--- src/rtl/fbc_pkg.sv ---
`default_nettype none

package fbc_pkg;

    // Field and register widths.
    localparam int COORD_W      = 32;
    localparam int ENTRY_W      = 32;
    localparam int CFG_DATA_W   = 64;
    localparam int CFG_IDX_W    = 4;
    localparam int NUM_CFG_REGS = 8;
    localparam int NUM_PLANES   = 6;
    localparam int NUM_AXES     = 3;

    // A plane component is the sum or difference of two matrix entries.
    localparam int COMP_W = ENTRY_W + 1;
    // Product of a plane component and a coordinate, exact.
    localparam int PROD_W = COMP_W + COORD_W;
    // Offset plus three products, exact.
    localparam int ACC_W  = PROD_W + 2;

    // Default number of fraction bits of the fixed-point format.
    localparam int FRAC_BITS_DEF = 16;

    // Matrix registers come out of reset as the identity matrix.
    localparam logic [CFG_DATA_W-1:0] MAT_RESET [NUM_CFG_REGS] = '{
        64'h0000_0000_0001_0000,
        64'h0000_0000_0000_0000,
        64'h0001_0000_0000_0000,
        64'h0000_0000_0000_0000,
        64'h0000_0000_0000_0000,
        64'h0000_0000_0001_0000,
        64'h0000_0000_0000_0000,
        64'h0001_0000_0000_0000
    };

    typedef logic signed [COORD_W-1:0] coord_t;
    typedef logic signed [COMP_W-1:0]  comp_t;
    typedef logic signed [PROD_W-1:0]  prod_t;
    typedef logic signed [ACC_W-1:0]   acc_t;

    // One frustum plane: normal (x, y, z) and offset w.
    typedef struct packed {
        comp_t nx;
        comp_t ny;
        comp_t nz;
        comp_t w;
    } plane_t;

    typedef plane_t [NUM_PLANES-1:0] plane_set_t;

    // One box as min and max corners.
    typedef struct packed {
        coord_t min_x;
        coord_t min_y;
        coord_t min_z;
        coord_t max_x;
        coord_t max_y;
        coord_t max_z;
    } box_t;

endpackage

`default_nettype wire

--- src/rtl/fbc_cfg_regs.sv ---
`default_nettype none

// Matrix register file and plane extraction. The six planes are row 3 of
// the matrix plus or minus rows 0, 1 and 2, formed per column.
module fbc_cfg_regs (
    input  wire logic                                 clk,
    input  wire logic                                 rst_n,
    input  wire logic                                 cfg_valid,
    input  wire logic [fbc_pkg::CFG_IDX_W-1:0]        cfg_index,
    input  wire logic [fbc_pkg::CFG_DATA_W-1:0]       cfg_data,
    output fbc_pkg::plane_set_t                       planes
);

    logic [fbc_pkg::CFG_DATA_W-1:0] mat_reg [fbc_pkg::NUM_CFG_REGS];
    logic                           wr_en;
    // Matrix entries as [column][row].
    logic signed [fbc_pkg::ENTRY_W-1:0] elem [4][4];
    fbc_pkg::comp_t                     comp [fbc_pkg::NUM_PLANES][4];

    // Writes beyond the last register are dropped.
    assign wr_en = cfg_valid
        && (cfg_index < fbc_pkg::CFG_IDX_W'(fbc_pkg::NUM_CFG_REGS));

    always_ff @(posedge clk or negedge rst_n)
    begin
        if (!rst_n)
        begin
            for (int i = 0; i < fbc_pkg::NUM_CFG_REGS; i++)
            begin
                mat_reg[i] <= fbc_pkg::MAT_RESET[i];
            end
        end
        else if (wr_en)
        begin
            mat_reg[cfg_index[2:0]] <= cfg_data;
        end
    end

    // Unpack the registers: low word holds the even row, high word the odd row.
    always_comb
    begin
        for (int c = 0; c < 4; c++)
        begin
            elem[c][0] = mat_reg[2 * c][fbc_pkg::ENTRY_W-1:0];
            elem[c][1] = mat_reg[2 * c][fbc_pkg::CFG_DATA_W-1:fbc_pkg::ENTRY_W];
            elem[c][2] = mat_reg[2 * c + 1][fbc_pkg::ENTRY_W-1:0];
            elem[c][3] = mat_reg[2 * c + 1][fbc_pkg::CFG_DATA_W-1:fbc_pkg::ENTRY_W];
        end
    end

    // Even planes add row k to row 3, odd planes subtract it.
    always_comb
    begin
        for (int p = 0; p < fbc_pkg::NUM_PLANES; p++)
        begin
            for (int c = 0; c < 4; c++)
            begin
                if ((p % 2) == 1)
                begin
                    comp[p][c] = fbc_pkg::comp_t'(elem[c][3]) - fbc_pkg::comp_t'(elem[c][p / 2]);
                end
                else
                begin
                    comp[p][c] = fbc_pkg::comp_t'(elem[c][3]) + fbc_pkg::comp_t'(elem[c][p / 2]);
                end
            end
            planes[p].nx = comp[p][0];
            planes[p].ny = comp[p][1];
            planes[p].nz = comp[p][2];
            planes[p].w  = comp[p][3];
        end
    end

    // A write to an index past the register file changes nothing.
    a_ignore_out_of_range: assert property (
        @(posedge clk) disable iff (!rst_n)
        (cfg_valid && !wr_en) |=> $stable(planes)
    ) else $error("out-of-range register write changed the planes");

endmodule

`default_nettype wire

--- config.mk ---
export PLATFORM = sky130hd
export DESIGN_NAME = fbc_cfg_regs
export DESIGN_NICKNAME = d
export VERILOG_FILES = /design/src/rtl/fbc_pkg.sv /design/src/rtl/fbc_cfg_regs.sv
export SDC_FILE = /design/constraint.sdc
export NUM_CORES = 2
export LEC_CHECK = 0
export BUFFER_PORTS_ARGS = -buffer_cell sky130_fd_sc_hd__buf_2
export CAP_MARGIN = 10
export CORE_MARGIN = 4
export CORE_UTILIZATION = 53
export CTS_CLUSTER_DIAMETER = 50
export DETAILED_ROUTE_END_ITERATION = 6
export GPL_TIMING_DRIVEN = 0
export PLACE_DENSITY = 0.8
export SYNTH_ARGS = -nofsm -noshare
export SYNTH_HDL_FRONTEND = slang
export SYNTH_SLANG_ARGS = --single-unit
--- constraint.sdc ---
create_clock -name clk -period 6.5 [get_ports clk]
set_clock_uncertainty 0.05 [all_clocks]
set_input_delay 1.3 -clock clk [delete_from_list [all_inputs] [get_ports clk]]
set_output_delay 1.3 -clock clk [all_outputs]
set_load 0.1 [all_outputs]
==> results.json <==
{
  "layout_setup_ws_ns": 0.03749,
  "synth_sequential_area_ratio_pct": 22.70,
  "number_of_hold_buffers_added_after_cts": 0,
  "required_ns": 5.15,
  "route.antenna.remaining_nets": 0,
  "reg2reg_depth": 2,
  "cts_tree": "yes",
  "critPathBufInv": 2,
  "netlist_area_um2": 56450,
  "layout_commonest_cell": "sky130_fd_sc_hd__buf_2",
  "placement.setup.worst_slack_ns": 0.04121,
  "worst-path-max-fanout": 9,
  "dieWidth_um": 334.4,
  "routabilityCongestion": 0.9971,
  "ys_types": 92,
  "tightest_slew_ns": 1.194,
  "largest_net_degree_at_the_start_of_global_routing": 114,
  "period_utilisation_layout_pct": 99.42,
  "route.vias.total": 55890,
  "drt-pass1-iter-count": 7,
  "effective_utilization_at_floorplan_pct": 53.48,
  "insertion_delay_ns": 0.65,
  "crit-reg2reg-capture": "elem[129]",
  "synthesis.instances": 6942,
  "number_of_hold_violations_in_the_final_report": 0,
  "rows": 119,
  "setup.worst_path.end_class": "primary output",
  "grt_use_total_pct": 39.25,
  "fillerInstances": 9360,
  "netlist.top_cell.by_area": "sky130_fd_sc_hd__dfrtp_1",
  "placeableCoreArea_um2": 105600,
  "critical_path.cell_chain": "ha_1, clkbuf_1, nor2b_1, o21ai_0, a21oi_2, a311oi_1, a21oi_1, a211oi_2, o311ai_0, a21oi_1, o22ai_1, o21bai_1, xnor2_1, clkbuf_4",
  "synthesis.area_per_instance_um2": 8.132,
  "post-dp-hpwl_um": 191000,
  "leading_cell_types_by_total_area_after_synthesis": "sky130_fd_sc_hd__dfrtp_1 (23%), sky130_fd_sc_hd__ha_1 (17%), sky130_fd_sc_hd__xnor2_1 (8.5%)",
  "dr.first_iter.drc_count": 4249,
  "synth-edff-count": 0,
  "cpMaxStageDelayCell": "sky130_fd_sc_hd__o311ai_0",
  "synthDominantCellAreaShare_pct": 22.52,
  "fp.dieH_um": 334.4,
  "cts_buffers": 78,
  "period_minus_slack_ns": 6.463,
  "worstSetupStartpointType": "flip-flop",
  "asyncSetResetFlopFracSynth_pct": 100.0,
  "crit_path_dat_ns": 5.11,
  "multiInputGateArea_um2": 40010,
  "yosysWarnings": 0,
  "floorplan.die_area_um2": 111800,
  "synth_seq_cells": 512,
  "ys_dominant_reg_cell": "sky130_fd_sc_hd__dfrtp_1",
  "largest_reg_flops": 512,
  "depth_of_the_worst_hold_timing_path": 2,
  "layout_common_cells": "sky130_fd_sc_hd__buf_2 (827), sky130_fd_sc_hd__ha_1 (768), sky130_fd_sc_hd__inv_1 (733), sky130_fd_sc_hd__nor2_1 (694), sky130_fd_sc_hd__a21oi_1 (617)",
  "cp_startpoint": "elem[262]",
  "route.final.wire_length_um": 229600,
  "detail_route.vias_per_cell": 5.972,
  "r2r_setup_slack_ns": 5.35,
  "path_depth": 14,
  "slew_headroom_pct": 20.40,
  "grt_pass1_wl_um": 335200,
  "cp_slowest_stage_delay_ns": 0.52,
  "crit_end": "planes[357]",
  "hold_path_class": "flip-flop to flip-flop",
  "gr-total-overflow": 0,
  "critical_path.reg2reg.startpoint": "elem[129]",
  "outcome": "finished, final reports clean",
  "drc_errors": 0,
  "setup.worst_path.class": "flip-flop to primary output",
  "drt-wirelength-per-cell_um": 24.54,
  "io_buffer_count": 862,
  "critical_path.most_common_cell": "sky130_fd_sc_hd__a21oi_1",
  "drive_gt1_share_pct": 19.11,
  "max_cap_violations": 0,
  "io_pins": 863,
  "maxClockFrequency_mhz": 154.7,
  "setup_viol": 0,
  "clock_tree.htree_level_count": 3,
  "initial_antenna_violation_count": 18,
  "cts_num_sinks": 512,
  "via_count_of_the_first_global_routing_pass": 55790,
  "layout-area-overhead-vs-synth_pct": 16.89,
  "synth_nets": 7805,
  "worst_path_dominant_cell_family": "compound AO/OA/AOI/OAI gates",
  "finalNetCount": 8755,
  "seq_area_um2": 12820,
  "final-max-slew-violation-count": 0,
  "clk_path_buf_depth": 3,
  "cts.clk_slew.worst_paths_ns": 0.06,
  "clock_tree.root_cell": "sky130_fd_sc_hd__clkbuf_16"
}
worst reg2reg max path: cells and delay by family (launching register included):
kind                   cells  cell delay [ns]
buffers and inverters      1             0.22
DFF                        1             0.54
AOI/OAI and AO/OA          1             0.23
area by class of cell:
cell class | count | share of cell area (%)
well taps | 1391 | 2.637
flip-flops and latches | 512 | 19.43
plain buffers | 327 | 1.987
multi-input cells | 5363 | 60.63
inverters | 740 | 4.209
clock buffers | 94 | 3.220
diodes | 11 | 0.04171
repair buffers | 870 | 6.955
clock inverters | 50 | 0.8893
worst min-delay path by stage:
stage,startpoint,slack (ns),to
floorplan,elem[176],0.44,elem[176]
global placement,elem[176],0.46,elem[176]
detailed placement,elem[341],0.47,elem[341]
CTS,elem[176],0.48,elem[176]
global route,elem[176],0.49,elem[176]
finish,elem[176],0.48,elem[176]
kinds of logic after synthesis:
kind of cell / count (synthesis) / share of synthesized area [%]
AOI/OAI and AO/OA: 1862 / 20.95
xor gates and xnor gates: 672 / 10.43
adders and majority gates: 792 / 17.87
buffers and inverters: 1067 / 7.243
DFF: 512 / 22.70
muxes: 357 / 7.110
and+or+nand+nor: 1680 / 13.69
synthesized netlist by cell type (all sizes together), types with 33 or more instances:
| cell | count |
|---|---|
| nor4 | 34 |
| nand3 | 73 |
| a21oi | 624 |
| o211ai | 37 |
| inv | 733 |
| nand2 | 360 |
| nor3 | 138 |
| nor2 | 694 |
| a31oi | 57 |
| a21o | 102 |
| dfrtp | 508 |
| buf | 39 |
| o31ai | 49 |
| o21bai | 174 |
| nor2b | 83 |
| xor2 | 124 |
| nand2b | 105 |
| o21a | 56 |
| xnor2 | 548 |
| nand4 | 33 |
| ha | 768 |
| a211oi | 51 |
| mux2 | 352 |
| o21ai | 412 |
| or3 | 39 |
| clkbuf | 288 |
routing by layer:
metal | vias up | track usage [%] | part of all wire (%)
li1 | 25810 | - | -
met1 | 26990 | 43.67 | 37
met2 | 2428 | 67.82 | 47
met3 | 642 | 10.60 | 9.2
met4 | 10 | 22.46 | 6.6
met5 | - | 0 | 0.031
stage by stage:
| step | cell area, um2 | util (%) | std cells | TNS [ns] | hold slack (ns) |
|---|---|---|---|---|---|
| floorplan | 56460 | - | 6942 | 0 | 0.4389 |
| global placement | 62520 | 59.22 | 9195 | -3364.52 | 0.4563 |
| detailed placement | 62640 | 59.34 | 9199 | 0 | 0.4725 |
| CTS | 65560 | 62.10 | 9345 | 0 | 0.4791 |
| global route | 65960 | 62.49 | 9348 | -0.03193 | 0.4885 |
| finish | 65990 | 62.51 | 9358 | 0 | 0.4765 |
repair_timing:
action | CTS | global route
setup buffers | 2 | 2
gates resized for setup | 51 | 91
pin swaps | 1 | 3
setup endpoints to repair | 86 | 112
Power is left out: the tool's default activity adds up to more than one toggle a clock period on the data nets, which glitch-free logic cannot reach.
